$ cat src/design/bec_pkg.sv
// ----------------------------------------------------------------------------
// bec_pkg
// Types and constants shared by the button event classifier.
// ----------------------------------------------------------------------------
package bec_pkg;

    localparam int unsigned TICK_W = 16;
    localparam int unsigned REG_IDX_W = 3;

    localparam logic [REG_IDX_W-1:0] REG_ENABLED_MASK  = 3'd0;
    localparam logic [REG_IDX_W-1:0] REG_ACTIVE_LEVELS = 3'd1;
    localparam logic [REG_IDX_W-1:0] REG_SHORT_TICKS   = 3'd2;
    localparam logic [REG_IDX_W-1:0] REG_LONG_TICKS    = 3'd3;
    localparam logic [REG_IDX_W-1:0] REG_HOLD_TICKS    = 3'd4;
    localparam logic [REG_IDX_W-1:0] REG_COMBO_WINDOW  = 3'd5;

    localparam logic [TICK_W-1:0] SHORT_TICKS_RST  = 16'd15;
    localparam logic [TICK_W-1:0] LONG_TICKS_RST   = 16'd100;
    localparam logic [TICK_W-1:0] HOLD_TICKS_RST   = 16'd250;
    localparam logic [TICK_W-1:0] COMBO_WINDOW_RST = 16'd15;
    localparam logic [TICK_W-1:0] TICK_MAX         = 16'hFFFF;

    typedef enum logic [1:0] {
        ST_IDLE  = 2'd0,
        ST_DOWN  = 2'd1,
        ST_COMBO = 2'd2
    } t_stage;

    typedef enum logic [3:0] {
        EV_DOWN     = 4'd0,
        EV_CLICK    = 4'd1,
        EV_SHORT    = 4'd2,
        EV_SHORT_UP = 4'd3,
        EV_LONG     = 4'd4,
        EV_LONG_UP  = 4'd5,
        EV_HOLD     = 4'd6,
        EV_HOLD_UP  = 4'd7,
        EV_RELEASE  = 4'd8,
        EV_NONE     = 4'd9
    } t_event;

    typedef struct packed {
        logic [7:0] pin_levels;
    } t_in_item;

    typedef struct packed {
        logic [2:0] button_number;
        logic [3:0] event_code;
        logic [1:0] click_count;
        logic       last_of_tick;
    } t_out_item;

    typedef struct packed {
        logic [REG_IDX_W-1:0] reg_index;
        logic [TICK_W-1:0]    reg_value;
    } t_cfg_item;

    typedef struct packed {
        logic [7:0]        enabled_mask;
        logic [7:0]        active_levels;
        logic [TICK_W-1:0] short_ticks;
        logic [TICK_W-1:0] long_ticks;
        logic [TICK_W-1:0] hold_ticks;
        logic [TICK_W-1:0] combo_window;
    } t_cfg;

endpackage

$ cat src/design/bec_chan_if.sv
// ----------------------------------------------------------------------------
// bec_chan_if
// Valid/ready channel carrying one item of a generic payload type.
// ----------------------------------------------------------------------------
interface bec_chan_if #(
    parameter type T = logic
) ();
    logic valid;
    logic ready;
    T     data;

    modport source (output valid, output data, input ready);
    modport sink (input valid, input data, output ready);
endinterface

$ cat src/design/bec_ram.sv
// ----------------------------------------------------------------------------
// bec_ram
// Generic single write port, single read port RAM with registered read data.
// ----------------------------------------------------------------------------
module bec_ram #(
    parameter int unsigned WIDTH = 8,
    parameter int unsigned DEPTH = 8,
    localparam int unsigned AW = (DEPTH > 1) ? $clog2(DEPTH) : 1
) (
    input  logic             i_clk,
    input  logic             i_we,
    input  logic [AW-1:0]    i_waddr,
    input  logic [WIDTH-1:0] i_wdata,
    input  logic [AW-1:0]    i_raddr,
    output logic [WIDTH-1:0] o_rdata
);

    logic [WIDTH-1:0] r_mem [DEPTH];
    logic [WIDTH-1:0] r_rdata;

    always_ff @(posedge i_clk) begin
        if (i_we) begin
            r_mem[i_waddr] <= i_wdata;
        end
        r_rdata <= r_mem[i_raddr];
    end

    assign o_rdata = r_rdata;

endmodule

$ cat src/design/bec_cfg_regs.sv
// ----------------------------------------------------------------------------
// bec_cfg_regs
// Configuration register file written through the configuration channel.
// ----------------------------------------------------------------------------
module bec_cfg_regs
    import bec_pkg::*;
(
    input  logic        i_clk,
    input  logic        i_rst_n,
    bec_chan_if.sink    i_cfg,
    output t_cfg        o_cfg
);

    t_cfg r_cfg;
    t_cfg n_cfg;

    assign i_cfg.ready = 1'b1;
    assign o_cfg = r_cfg;

    always_comb begin
        n_cfg = r_cfg;
        if (i_cfg.valid) begin
            case (i_cfg.data.reg_index)
                REG_ENABLED_MASK:  n_cfg.enabled_mask  = i_cfg.data.reg_value[7:0];
                REG_ACTIVE_LEVELS: n_cfg.active_levels = i_cfg.data.reg_value[7:0];
                REG_SHORT_TICKS:   n_cfg.short_ticks   = i_cfg.data.reg_value;
                REG_LONG_TICKS:    n_cfg.long_ticks    = i_cfg.data.reg_value;
                REG_HOLD_TICKS:    n_cfg.hold_ticks    = i_cfg.data.reg_value;
                REG_COMBO_WINDOW:  n_cfg.combo_window  = i_cfg.data.reg_value;
                default:           n_cfg = r_cfg;
            endcase
        end
    end

    always_ff @(posedge i_clk) begin
        if (!i_rst_n) begin
            r_cfg.enabled_mask  <= '0;
            r_cfg.active_levels <= '0;
            r_cfg.short_ticks   <= SHORT_TICKS_RST;
            r_cfg.long_ticks    <= LONG_TICKS_RST;
            r_cfg.hold_ticks    <= HOLD_TICKS_RST;
            r_cfg.combo_window  <= COMBO_WINDOW_RST;
        end else begin
            r_cfg <= n_cfg;
        end
    end

endmodule

$ cat src/design/bec_button_unit.sv
// ----------------------------------------------------------------------------
// bec_button_unit
// Next-state and event logic for one button over one scan tick.
// ----------------------------------------------------------------------------
module bec_button_unit
    import bec_pkg::*;
#(
    parameter int unsigned CLICK_CAP = 3,
    localparam int unsigned CW = $clog2(CLICK_CAP + 1)
) (
    input  t_cfg              i_cfg,
    input  logic              i_pressed,
    input  t_stage            i_stage,
    input  logic [TICK_W-1:0] i_tick,
    input  logic [CW-1:0]     i_clicks,
    input  t_event            i_last,
    output t_stage            o_stage,
    output logic [TICK_W-1:0] o_tick,
    output logic [CW-1:0]     o_clicks,
    output t_event            o_last,
    output logic              o_ev_valid,
    output t_event            o_ev_code,
    output logic [1:0]        o_ev_count
);

    logic [TICK_W-1:0] w_t;
    t_event            w_ev;
    logic [CW-1:0]     w_count;

    always_comb begin
        w_t      = i_tick;
        w_ev     = EV_NONE;
        w_count  = '0;
        o_stage  = i_stage;
        o_clicks = i_clicks;

        if ((i_stage == ST_DOWN || i_stage == ST_COMBO) && i_tick != TICK_MAX) begin
            w_t = i_tick + 1'b1;
        end
        o_tick = w_t;

        case (i_stage)
            ST_DOWN: begin
                if (i_pressed) begin
                    if (i_clicks != '0) begin
                        if (w_t > i_cfg.combo_window) begin
                            w_ev     = EV_CLICK;
                            w_count  = i_clicks;
                            o_tick   = '0;
                            o_clicks = '0;
                        end
                    end else if (w_t >= i_cfg.hold_ticks) begin
                        if (i_last != EV_HOLD) w_ev = EV_HOLD;
                    end else if (w_t >= i_cfg.long_ticks) begin
                        if (i_last != EV_LONG) w_ev = EV_LONG;
                    end else if (w_t >= i_cfg.short_ticks) begin
                        if (i_last != EV_SHORT) w_ev = EV_SHORT;
                    end
                end else begin
                    if (w_t >= i_cfg.hold_ticks) begin
                        w_ev    = EV_HOLD_UP;
                        o_stage = ST_IDLE;
                    end else if (w_t >= i_cfg.long_ticks) begin
                        w_ev    = EV_LONG_UP;
                        o_stage = ST_IDLE;
                    end else if (w_t >= i_cfg.short_ticks) begin
                        w_ev    = EV_SHORT_UP;
                        o_stage = ST_IDLE;
                    end else begin
                        o_stage = ST_COMBO;
                        if (i_clicks < CW'(CLICK_CAP)) o_clicks = i_clicks + 1'b1;
                        w_ev = EV_RELEASE;
                    end
                end
            end
            ST_COMBO: begin
                if (i_pressed) begin
                    o_stage = ST_DOWN;
                    o_tick  = '0;
                end else if (w_t > i_cfg.combo_window) begin
                    w_ev    = EV_CLICK;
                    w_count = i_clicks;
                    o_stage = ST_IDLE;
                end
            end
            default: begin
                o_tick = '0;
                if (i_pressed) begin
                    o_clicks = '0;
                    w_ev     = EV_DOWN;
                    o_stage  = ST_DOWN;
                end
            end
        endcase

        o_last     = (w_ev != EV_NONE) ? w_ev : i_last;
        o_ev_valid = (w_ev != EV_NONE);
        o_ev_code  = w_ev;
        o_ev_count = 2'(w_count);
    end

endmodule

$ cat src/design/button_event_classifier.sv
// ----------------------------------------------------------------------------
// button_event_classifier
// Scans the buttons of one tick through a shared unit and reports their events.
// ----------------------------------------------------------------------------
//   port    dir  payload                                         role
//   i_in    in   pin_levels                                      scan tick
//   o_out   out  button_number, event_code, click_count, last    event
//   i_cfg   in   reg_index, reg_value                            register write
//
// A tick is accepted in S_IDLE, each button then goes through the read-modify-write
// of the state RAM in S_RUN, and S_FLUSH releases the last event.
// An event that finds both the pending register and the output register full
// stalls the scan for every cycle until the output register frees.
// Reset clears the entry valid bits, so every button reads as idle afterwards.
// A new tick is taken only after the previous one has been fully scanned.
// ----------------------------------------------------------------------------
module button_event_classifier
    import bec_pkg::*;
#(
    parameter int unsigned NUM_BUTTONS = 8,
    parameter int unsigned CLICK_CAP   = 3
) (
    input  logic        i_clk,
    input  logic        i_rst_n,
    bec_chan_if.sink    i_in,
    bec_chan_if.source  o_out,
    bec_chan_if.sink    i_cfg
);

    localparam int unsigned IW = (NUM_BUTTONS > 1) ? $clog2(NUM_BUTTONS) : 1;
    localparam int unsigned CW = $clog2(CLICK_CAP + 1);
    localparam int unsigned SW = 2 + TICK_W + CW + 4;

    typedef enum logic [1:0] {
        S_IDLE,
        S_RUN,
        S_FLUSH
    } t_fsm;

    t_cfg w_cfg;

    t_fsm                   r_state, n_state;
    logic [IW-1:0]          r_idx, n_idx;
    logic [7:0]             r_pins, n_pins;
    logic [NUM_BUTTONS-1:0] r_valid, n_valid;
    logic                   r_hold_valid, n_hold_valid;
    t_out_item              r_hold, n_hold;
    logic                   r_out_valid, n_out_valid;
    t_out_item              r_out, n_out;

    logic [IW-1:0] w_raddr;
    logic [SW-1:0] w_rdata;
    logic [SW-1:0] w_wdata;
    logic          w_we;

    t_stage            w_stage_in, w_stage_out;
    logic [TICK_W-1:0] w_tick_in, w_tick_out;
    logic [CW-1:0]     w_clicks_in, w_clicks_out;
    t_event            w_last_in, w_last_out;
    logic              w_ev_valid;
    t_event            w_ev_code;
    logic [1:0]        w_ev_count;

    logic w_en;
    logic w_pressed;
    logic w_out_free;
    logic w_stall;
    logic w_push;
    logic w_is_last;

    bec_cfg_regs u_cfg (
        .i_clk   (i_clk),
        .i_rst_n (i_rst_n),
        .i_cfg   (i_cfg),
        .o_cfg   (w_cfg)
    );

    bec_ram #(
        .WIDTH (SW),
        .DEPTH (NUM_BUTTONS)
    ) u_state_ram (
        .i_clk   (i_clk),
        .i_we    (w_we),
        .i_waddr (r_idx),
        .i_wdata (w_wdata),
        .i_raddr (w_raddr),
        .o_rdata (w_rdata)
    );

    always_comb begin
        if (r_valid[r_idx]) begin
            w_stage_in  = t_stage'(w_rdata[SW-1 -: 2]);
            w_tick_in   = w_rdata[SW-3 -: TICK_W];
            w_clicks_in = w_rdata[4 +: CW];
            w_last_in   = t_event'(w_rdata[3:0]);
        end else begin
            w_stage_in  = ST_IDLE;
            w_tick_in   = '0;
            w_clicks_in = '0;
            w_last_in   = EV_NONE;
        end
    end

    assign w_en      = (int'(r_idx) < 8) && w_cfg.enabled_mask[3'(r_idx)];
    assign w_pressed = !(r_pins[3'(r_idx)] ^ w_cfg.active_levels[3'(r_idx)]);

    bec_button_unit #(
        .CLICK_CAP (CLICK_CAP)
    ) u_unit (
        .i_cfg      (w_cfg),
        .i_pressed  (w_pressed),
        .i_stage    (w_stage_in),
        .i_tick     (w_tick_in),
        .i_clicks   (w_clicks_in),
        .i_last     (w_last_in),
        .o_stage    (w_stage_out),
        .o_tick     (w_tick_out),
        .o_clicks   (w_clicks_out),
        .o_last     (w_last_out),
        .o_ev_valid (w_ev_valid),
        .o_ev_code  (w_ev_code),
        .o_ev_count (w_ev_count)
    );

    assign w_wdata    = {w_stage_out, w_tick_out, w_clicks_out, w_last_out};
    assign w_out_free = !r_out_valid || o_out.ready;
    assign w_stall    = (r_state == S_RUN) && w_en && w_ev_valid && r_hold_valid
                        && !w_out_free;
    assign w_is_last  = (r_idx == IW'(NUM_BUTTONS - 1));

    assign i_in.ready  = (r_state == S_IDLE);
    assign o_out.valid = r_out_valid;
    assign o_out.data  = r_out;

    always_comb begin
        n_state      = r_state;
        n_idx        = r_idx;
        n_pins       = r_pins;
        n_valid      = r_valid;
        n_hold_valid = r_hold_valid;
        n_hold       = r_hold;
        n_out        = r_out;
        w_push       = 1'b0;
        w_we         = 1'b0;
        w_raddr      = '0;

        case (r_state)
            S_IDLE: begin
                if (i_in.valid) begin
                    n_pins  = i_in.data.pin_levels;
                    n_idx   = '0;
                    n_state = S_RUN;
                end
            end
            S_RUN: begin
                if (w_stall) begin
                    w_raddr = r_idx;
                end else begin
                    w_raddr        = IW'(r_idx + 1'b1);
                    w_we           = w_en;
                    n_valid[r_idx] = w_en;
                    if (w_en && w_ev_valid) begin
                        if (r_hold_valid) begin
                            w_push = 1'b1;
                            n_out  = r_hold;
                        end
                        n_hold_valid         = 1'b1;
                        n_hold.button_number = 3'(r_idx);
                        n_hold.event_code    = w_ev_code;
                        n_hold.click_count   = w_ev_count;
                        n_hold.last_of_tick  = 1'b0;
                    end
                    if (w_is_last) begin
                        n_state = S_FLUSH;
                    end else begin
                        n_idx = IW'(r_idx + 1'b1);
                    end
                end
            end
            S_FLUSH: begin
                if (!r_hold_valid) begin
                    n_state = S_IDLE;
                end else if (w_out_free) begin
                    w_push             = 1'b1;
                    n_out              = r_hold;
                    n_out.last_of_tick = 1'b1;
                    n_hold_valid       = 1'b0;
                    n_state            = S_IDLE;
                end
            end
            default: begin
                n_state = S_IDLE;
            end
        endcase

        if (w_push) begin
            n_out_valid = 1'b1;
        end else if (o_out.ready) begin
            n_out_valid = 1'b0;
        end else begin
            n_out_valid = r_out_valid;
        end
    end

    always_ff @(posedge i_clk) begin
        if (!i_rst_n) begin
            r_state      <= S_IDLE;
            r_idx        <= '0;
            r_valid      <= '0;
            r_hold_valid <= 1'b0;
            r_out_valid  <= 1'b0;
        end else begin
            r_state      <= n_state;
            r_idx        <= n_idx;
            r_valid      <= n_valid;
            r_hold_valid <= n_hold_valid;
            r_out_valid  <= n_out_valid;
        end
        r_pins <= n_pins;
        r_hold <= n_hold;
        r_out  <= n_out;
    end

`ifndef SYNTHESIS
    a_idle_no_hold: assert property (@(posedge i_clk) disable iff (!i_rst_n)
        r_state == S_IDLE |-> !r_hold_valid)
        else $error("pending event left over in idle");

    a_accept_starts_scan: assert property (@(posedge i_clk) disable iff (!i_rst_n)
        i_in.valid && i_in.ready |=> r_state == S_RUN && r_idx == '0)
        else $error("scan did not start at the first button");

    a_stall_cause: assert property (@(posedge i_clk) disable iff (!i_rst_n)
        w_stall |-> r_hold_valid && r_out_valid && !o_out.ready)
        else $error("scan stalled without a blocked output");

    a_stall_holds_button: assert property (@(posedge i_clk) disable iff (!i_rst_n)
        w_stall |=> r_state == S_RUN && $stable(r_idx))
        else $error("button index moved during a stall");
`endif

endmodule

$ cat src/flat_wrapper.sv
// flat-port wrapper written by rule: the top's interface ports become plain ports
module button_event_classifier_flat import bec_pkg::*;
#(
    parameter int unsigned NUM_BUTTONS = 8,
    parameter int unsigned CLICK_CAP   = 3
)
  (i_clk, i_rst_n, i_in_valid, i_in_data, i_in_ready, o_out_valid, o_out_data, o_out_ready, i_cfg_valid, i_cfg_data, i_cfg_ready);
  bec_chan_if #(.T(t_in_item)) i_in_i ();
  bec_chan_if #(.T(t_out_item)) o_out_i ();
  bec_chan_if #(.T(t_cfg_item)) i_cfg_i ();
  input  logic i_clk;
  input  logic i_rst_n;
  input wire logic [$bits(i_in_i.valid)-1:0] i_in_valid;
  input wire logic [$bits(i_in_i.data)-1:0] i_in_data;
  output wire logic [$bits(i_in_i.ready)-1:0] i_in_ready;
  output wire logic [$bits(o_out_i.valid)-1:0] o_out_valid;
  output wire logic [$bits(o_out_i.data)-1:0] o_out_data;
  input wire logic [$bits(o_out_i.ready)-1:0] o_out_ready;
  input wire logic [$bits(i_cfg_i.valid)-1:0] i_cfg_valid;
  input wire logic [$bits(i_cfg_i.data)-1:0] i_cfg_data;
  output wire logic [$bits(i_cfg_i.ready)-1:0] i_cfg_ready;
  assign i_in_i.valid = i_in_valid;
  assign i_in_i.data = i_in_data;
  assign i_in_ready = i_in_i.ready;
  assign o_out_valid = o_out_i.valid;
  assign o_out_data = o_out_i.data;
  assign o_out_i.ready = o_out_ready;
  assign i_cfg_i.valid = i_cfg_valid;
  assign i_cfg_i.data = i_cfg_data;
  assign i_cfg_ready = i_cfg_i.ready;
  button_event_classifier #(.NUM_BUTTONS(NUM_BUTTONS), .CLICK_CAP(CLICK_CAP)) u_core (.i_clk(i_clk), .i_rst_n(i_rst_n), .i_in(i_in_i), .o_out(o_out_i), .i_cfg(i_cfg_i));
endmodule
$ cat config.mk
export PLATFORM = sky130hd
export DESIGN_NAME = button_event_classifier_flat
export DESIGN_NICKNAME = d
export VERILOG_FILES = /design/src/design/bec_pkg.sv /design/src/design/bec_chan_if.sv /design/src/design/bec_ram.sv /design/src/design/bec_cfg_regs.sv /design/src/design/bec_button_unit.sv /design/src/design/button_event_classifier.sv /design/src/flat_wrapper.sv
export SDC_FILE = /design/constraint.sdc
export NUM_CORES = 1
export LEC_CHECK = 0
export ABC_AREA = 1
export BUFFER_PORTS_ARGS = -buffer_cell sky130_fd_sc_hd__buf_2
export CORE_AREA = 2 2 199 201
export DETAILED_ROUTE_END_ITERATION = 16
export DIE_AREA = 0 0 201 203
export HOLD_SLACK_MARGIN = 0.1
export MAX_ROUTING_LAYER = met4
export PLACE_DENSITY = 0.69
export SLEW_MARGIN = 20
export SYNTH_ARGS = -nofsm -noshare
export SYNTH_HDL_FRONTEND = slang
export SYNTH_SLANG_ARGS = --single-unit
$ cat constraint.sdc
create_clock -name i_clk -period 7.4 [get_ports i_clk]
set_clock_uncertainty 0.05 [all_clocks]
set_input_delay 1.11 -clock i_clk [delete_from_list [all_inputs] [get_ports i_clk]]
set_output_delay 1.11 -clock i_clk [all_outputs]
set_load 0.01 [all_outputs]
==> Word level (Yosys, flattened, before mapping) <==
Memory sizes are Yosys's and may differ from the RTL's. A register that Yosys moved wholly into a read port is not among the register bits.
Index checks and enable logic that the tools add are counted.
{ "totals": {"out_inout_bits": 13, "n_memories": 1, "ff_bits": 122, "input_bits": 32, "ram_bits": 192} }
{ "mem_list": {"columns": ["name", "depth", "width", "read_ports", "rd_clocked_by_memory_dff", "write_ports", "line_no", "rtl"], "rows": [
  ["u_core.u_state_ram.r_mem", 8, 24, 1, 1, 1, "bec_ram.sv:18", "logic [WIDTH-1:0] r_mem [DEPTH];"]
]} }
{ "classes": {"n_eq_ne": 24, "n_bitwise": 2, "magnitude_cmp": 7, "mux": 94, "n_addsub": 3, "reduce_logical": 30} }
{ "ops": {"columns": ["cell", "n"], "rows": [
  ["16-bit two-way mux", 6],
  ["4-bit two-way mux", 16],
  ["2-bit two-way mux", 26],
  ["10-bit two-way mux", 5],
  ["16-bit greater-or-equal comparator", 3],
  ["16-bit case mux with 2 select lines", 1],
  ["1-bit two-way mux", 20],
  ["10-bit case mux with 2 select lines", 1],
  ["16-bit by 1-bit adder with 16-bit output (second input constant)", 1],
  ["16-bit greater-than comparator", 1],
  ["16-bit != test (second input constant)", 1],
  ["2-bit AND reduction", 8],
  ["3-bit two-way mux", 5],
  ["1-bit binary-select mux with 3-bit select", 4],
  ["2-bit case mux with 2 select lines", 3],
  ["3-bit == test (second input constant)", 3],
  ["8-bit bitwise mux", 1],
  ["2-bit by 1-bit != test with 1-bit output (second input constant)", 4],
  ["2-bit != test (second input constant)", 4],
  ["4-bit by 3-bit != test with 1-bit output (second input constant)", 2],
  ["4-bit case mux with 2 select lines", 1],
  ["4-bit AND reduction", 2],
  ["2-bit nonzero test", 4],
  ["1-bit logical AND", 7],
  ["24 further kinds", 31]
]} }

==> Depth between registers and ports, before layout <==
{ "depth": {"depth_word": 22, "mapped_depth": 49} }

==> Cells and area by module <==
A second synthesis with hierarchy kept.
{ "unflattened": {"cells_unflattened": 2105, "hier_area_um2": 17125.2} }
{ "by_module_without_submodules": {"columns": ["mod", "n_inst", "seq_area_each_um2", "cells_per_inst", "area_each_um2"], "rows": [
  ["bec_ram", 1, 6246.0, 872, 8906.0],
  ["bec_cfg_regs", 1, 1601.5, 451, 3185.6],
  ["bec_button_unit", 1, 0.0, 483, 2732.6],
  ["button_event_classifier", 1, 1111.1, 299, 2301.0]
]} }

==> Least setup slack after synthesis <==
No wires, ideal clock.
{ "synth_timing": {"path_type": "register -> register", "from": "reg u_core.r_idx[0]", "to": "mem u_core.u_state_ram.r_mem[2][0] (netlist bit) (enable)", "arrival_ns": 5.344, "stages_incl_launch_ff": 44, "setup_ns": 0.379, "synth_period_minus_slack_ns": 5.773, "required_ns": 6.971, "path_slack_ns": 1.627, "cell_sequence": "dfxtp_1 > buf_4 > nand2_1 > nand2_1 > nand2_1 > nand2_1 > nand2_2 > nand2_4 > inv_1 > buf_1 > nor2_1 > ha_1 > inv_1 > nor3_1 > nand4_1 > nor3_1 > nand4_1 > nand2_1 > [8 not listed] > inv_1 > o21ai_1 > nand2_1 > a21oi_1 > nand3_1 > inv_1 > nand2_1 > inv_1 > nor2_1 > nor2_1 > nand2_1 > a21oi_4 > nand2_4 > nand3_4 > nand2_1 > nor2_1 > nand2_1 > inv_1"} }
{ "synth_between": {"elab_chain_cells": 22, "elab_cells_between_ends": 52, "cone_classes": "add/sub: 1; order compare: 4; eq/ne: 7; mux: 32; bitwise: 1; reduce/logical: 7"} }
{ "synth_lines": {"columns": ["item", "line_no", "rtl"], "rows": [
  ["from (decl)", "button_event_classifier.sv:43", "logic [IW-1:0] r_idx, n_idx;"],
  ["from (signal assigned)", "button_event_classifier.sv:214", "r_idx <= n_idx;"],
  ["parallel branches: the longest is 13 deep, another holds 16-bit by 1-bit adder with 16-bit output", null, null],
  ["4-bit case mux with 2 select lines *", "bec_button_unit.sv:42", "case (i_stage)"],
  ["named net u_core.u_unit.o_ev_code[3]", "bec_button_unit.sv:22", "output t_event o_ev_code,"],
  ["4-bit != test *", "bec_button_unit.sv:97", "o_ev_valid = (w_ev != EV_NONE);"],
  ["1-bit logical AND * (2 in a row)", "button_event_classifier.sv:127", "assign w_stall = (r_state == S_RUN) && w_en && w_ev_valid && r_hold_valid"],
  ["1-bit logical AND *", "button_event_classifier.sv:128", "&& !w_out_free;"],
  ["1-bit two-way mux *", "button_event_classifier.sv:156", "if (w_stall) begin"],
  ["1-bit two-way mux *", "button_event_classifier.sv:147", "case (r_state)"],
  ["1-bit two-way mux *", "bec_ram.sv:22", "if (i_we) begin"],
  ["1-bit two-way mux (not written as such) *", "bec_ram.sv:23", "r_mem[i_waddr] <= i_wdata;"],
  ["to (decl)", "bec_ram.sv:18", null]
]} }
Mark *: on every way through the listed nets, which the timed path passes. The select of a mux whose other input is x is not followed.

==> Worst setup path after layout <==
{ "layout_timing": {"from": "reg u_core.r_idx[0]", "to": "reg u_core.u_state_ram.r_rdata[12], in the netlist u_core.u_state_ram.o_rdata[12] (read register of u_core.u_state_ram.r_mem)"} }
{ "layout_between": {"elab_chain_cells": 20, "elab_cells_between_ends": 51, "cone_classes": "add/sub: 2; order compare: 4; eq/ne: 7; mux: 30; bitwise: 1; reduce/logical: 7"} }
{ "layout_lines": {"columns": ["item", "line_no", "rtl"], "rows": [
  ["parallel branches: the longest is 13 deep, another holds 16-bit by 1-bit adder with 16-bit output", null, null],
  ["4-bit case mux with 2 select lines *", "bec_button_unit.sv:42", null],
  ["named net u_core.u_unit.o_ev_code[3]", "bec_button_unit.sv:22", null],
  ["4-bit != test *", "bec_button_unit.sv:97", null],
  ["1-bit logical AND * (2 in a row)", "button_event_classifier.sv:127", null],
  ["1-bit logical AND *", "button_event_classifier.sv:128", null],
  ["3-bit two-way mux *", "button_event_classifier.sv:156", null],
  ["3-bit two-way mux *", "button_event_classifier.sv:147", null],
  ["to (decl)", "bec_ram.sv:19", "logic [WIDTH-1:0] r_rdata;"]
]} }
Marks and branches as above.
A chain may end at the register's enable or synchronous reset.

==> impl_metrics.sql <==
INSERT INTO impl_metrics (metric_group, metric, value, unit) VALUES
('cells_and_area', 'syn2layout_area_growth', '12.8', '%'),
('yosys', 'postSynth.topFlopCell', 'edfxtp_1', ''),
('setup_path', 'startpoint_type', 'flop', ''),
('yosys', 'synth_top_cell_by_area', 'edfxtp_1', ''),
('floorplanning', 'die_y', '203', 'µm'),
('global_routing', 'grt_start_max_net_pins', '84', ''),
('yosys', 'postSynth.asyncResetShare', '0', '%'),
('setup_path', 'crit_cells', '44', ''),
('setup_path', 'critPathMostFrequentCell', 'nand2_1', ''),
('min_path', 'hold_depth', '0', ''),
('setup_path', 'cp.buffers_inverters', '7', ''),
('setup_path', 'critical_path_required', '7760', 'ps'),
('clock_network', 'cts_max_level', '2', ''),
('timing', 'fmax', '146', 'MHz'),
('global_routing', 'first_global_vias', '12335', ''),
('yosys', 'synth_area_leaders', 'edfxtp_1, dfxtp_1, nand2_1', ''),
('setup_path', 'worst_r2r_path_depth', '44', ''),
('yosys', 'yosysWarningCount', '0', ''),
('yosys', 'synth_top_area_share', '40.0', '%'),
('route', 'wirelength', '41500', 'µm'),
('route', 'ant_nets', '0', ''),
('setup_path', 'timing.reg2reg.setup_slack', '550', 'ps'),
('route', 'route.layer.met1.wl', '18200', 'µm'),
('job', 'cap_viol_max_count', '0', ''),
('cells_and_area', 'nets', '2026', ''),
('route', 'detail_route.wl_per_cell', '16.8', 'µm'),
('placement', 'hpwl', '27700', 'µm'),
('floorplanning', 'floorplan.core_area', '38500', 'µm²'),
('clock_network', 'root_buffer', 'clkbuf_16', ''),
('timing', 'timing.final.crit_period', '6850', 'ps'),
('setup_path', 'critical_path.max_stage_delay', '450', 'ps'),
('cells_and_area', 'final_common_cell', 'nand2_1', ''),
('clock_network', 'max-clock-path-buffers', '3', ''),
('setup_path', 'timing.critical_path.max_delay_family', 'simple AND/OR/NAND/NOR gates', ''),
('yosys', 'synth_area_per_inst', '8.73', 'µm²'),
('route', 'drc', '0', ''),
('outcome', 'status', 'completed', ''),
('cells_and_area', 'num-fill-cells', '3545', ''),
('floorplanning', 'rows', '72', ''),
('route', 'detailroute.wirelength.met3', '2260', 'µm'),
('yosys', 'postSynthCellCount', '1885', ''),
('clock_network', 'clk_latency', '530', 'ps'),
('floorplanning', 'dieArea', '40800', 'µm²'),
('floorplanning', 'io_pins', '45', ''),
('route', 'met2RoutedLength', '19900', 'µm'),
('placement', 'port_buffers', '43', ''),
('yosys', 'synthesis.area', '16500', 'µm²'),
('min_path', 'hold_path.class', 'reg2reg', ''),
('yosys', 'post_synth_num_cell_types', '46', ''),
('cells_and_area', 'num_antenna_cells', '0', ''),
('timing', 'minimum_hold_slack', '367', 'ps'),
('cells_and_area', 'layout-drive-gt1-share', '8.51', '%'),
('pwr', 'post_route_total_power', '5.75', 'mW'),
('route', 'via_per_inst', '5.17', ''),
('setup_path', 'endpoint_kind', 'flop', ''),
('timing', 'rsz0062_at_grt', 'yes', ''),
('yosys', 'postSynthRegisterBits', '338', ''),
('clock_network', 'cts-buffers-inserted', '36', ''),
('route', 'routed-via-count', '12758', ''),
('timing', 'setup_viol', '0', ''),
('clock_network', 'clkSlewWorstSetupHoldPaths', '60', 'ps'),
('timing', 'finalMaxSlewViolations', '0', ''),
('pwr', 'power_density', '310', 'nW/µm²'),
('timing', 'timing.slew.headroom', '23.2', '%'),
('placement', 'gp_congestion', '0.952', ''),
('yosys', 'synth.yosys.seq_area_share', '54.4', '%'),
('setup_path', 'worst-path-max-fanout', '30', ''),
('floorplanning', 'initial_util', '42.8', '%'),
('placement', 'placed_cells', '2398', ''),
('global_routing', 'grt_overflow_total', '0', ''),
('yosys', 'synth_edf_count', '219', '');
==> final timing paths <==
check | from | end
max | u_core.r_idx[0] | u_core.u_state_ram.o_rdata[12]
max reg2reg | u_core.r_idx[0] | u_core.u_state_ram.o_rdata[12]
min | u_core.r_hold[9] | u_core.o_out.data[9]
min reg2reg | u_core.r_hold[9] | u_core.o_out.data[9]
==> logic make-up after synthesis <==
logic type / share of synthesized area, %
other: 0.0228
XOR/XNOR: 0.798
AND/OR/NAND/NOR: 21.0
AO/OA/AOI/OAI: 8.06
buffers and inverters: 10.3
adder cells (fa/ha/maj): 5.47
flip-flops: 54.4
==> power breakdown <==
part / switching [mW] / internal [mW] / total, mW
logic: 1.09 / 0.469 / 1.56
clock network: 0.741 / 1.10 / 1.84
registers: 0.135 / 2.21 / 2.34
total: 1.97 / 3.78 / 5.75
==> sequential cells by signal (all words and copies together), names as in the netlist <==
signal and cells:
u_core.u_state_ram.r_mem 192, u_core.u_cfg.o_cfg 80, u_core.u_state_ram.o_rdata 24, u_core.o_out.data 10, u_core.r_hold 9, u_core.r_pins 8, u_core.r_valid 8, u_core.r_idx 3
u_core.r_state 2, u_core.o_out.valid 1, u_core.r_hold_valid 1
==> per-layer routing <==
metal  GRT usage [%]  vias up
met3            2.55       79
met2            34.3      388
met5               -        -
met1            25.9     6062
li1                -     6229
met4            7.49        0
==> synth_stat cells, types with 7 or more instances <==
master / n
nand3b_1: 26
dfxtp_1: 119
nand3_1: 224
nand4_1: 13
ha_1: 72
inv_1: 345
o211ai_1: 12
nor2_1: 117
inv_2: 9
nor3_1: 12
buf_1: 7
buf_4: 7
clkbuf_1: 36
o21ai_0: 95
edfxtp_1: 219
xor2_1: 11
nand2_1: 374
buf_2: 25
a21oi_1: 111
==> layout make-up <==
type	count	area (µm²)	area share, %
inverter	354	1330	7.19
tap	518	648	3.49
clock buffer	51	1050	5.66
sequential	338	8960	48.3
clock inverter	15	164	0.883
timing repair buffer	75	541	2.91
multi-input combinational	1117	5860	31.6
==> worst reg2reg max path, delay by kind of cell, from the launching register on <==
family / cells / cell delay [ps]
adders and majority gates: 2 / 540
buffers and inverters: 7 / 1230
and+or+nand+nor: 32 / 3870
DFF: 1 / 450
AOI/OAI and AO/OA: 2 / 320
xor gates and xnor gates: 1 / 290
==> stage by stage <==
step	utilization [%]	worst slack, ps	cell area (µm²)
final	48.3	550	18600
after global routing	48.3	-25.7	18600
after CTS	48.0	281	18500
after detailed placement	44.8	322	17200
after global placement	44.8	706	17200
after floorplan	-	1630	16500
==> repair_timing <==
action | 4_1_cts | 5_1_grt
buffers inserted | 0 | 3
gates resized for setup | 0 | 21
hold buffers | 0 | 0
endpoints found under the setup margin | 0 | 226
No activity file was read; power rests on OpenSTA's default activity.
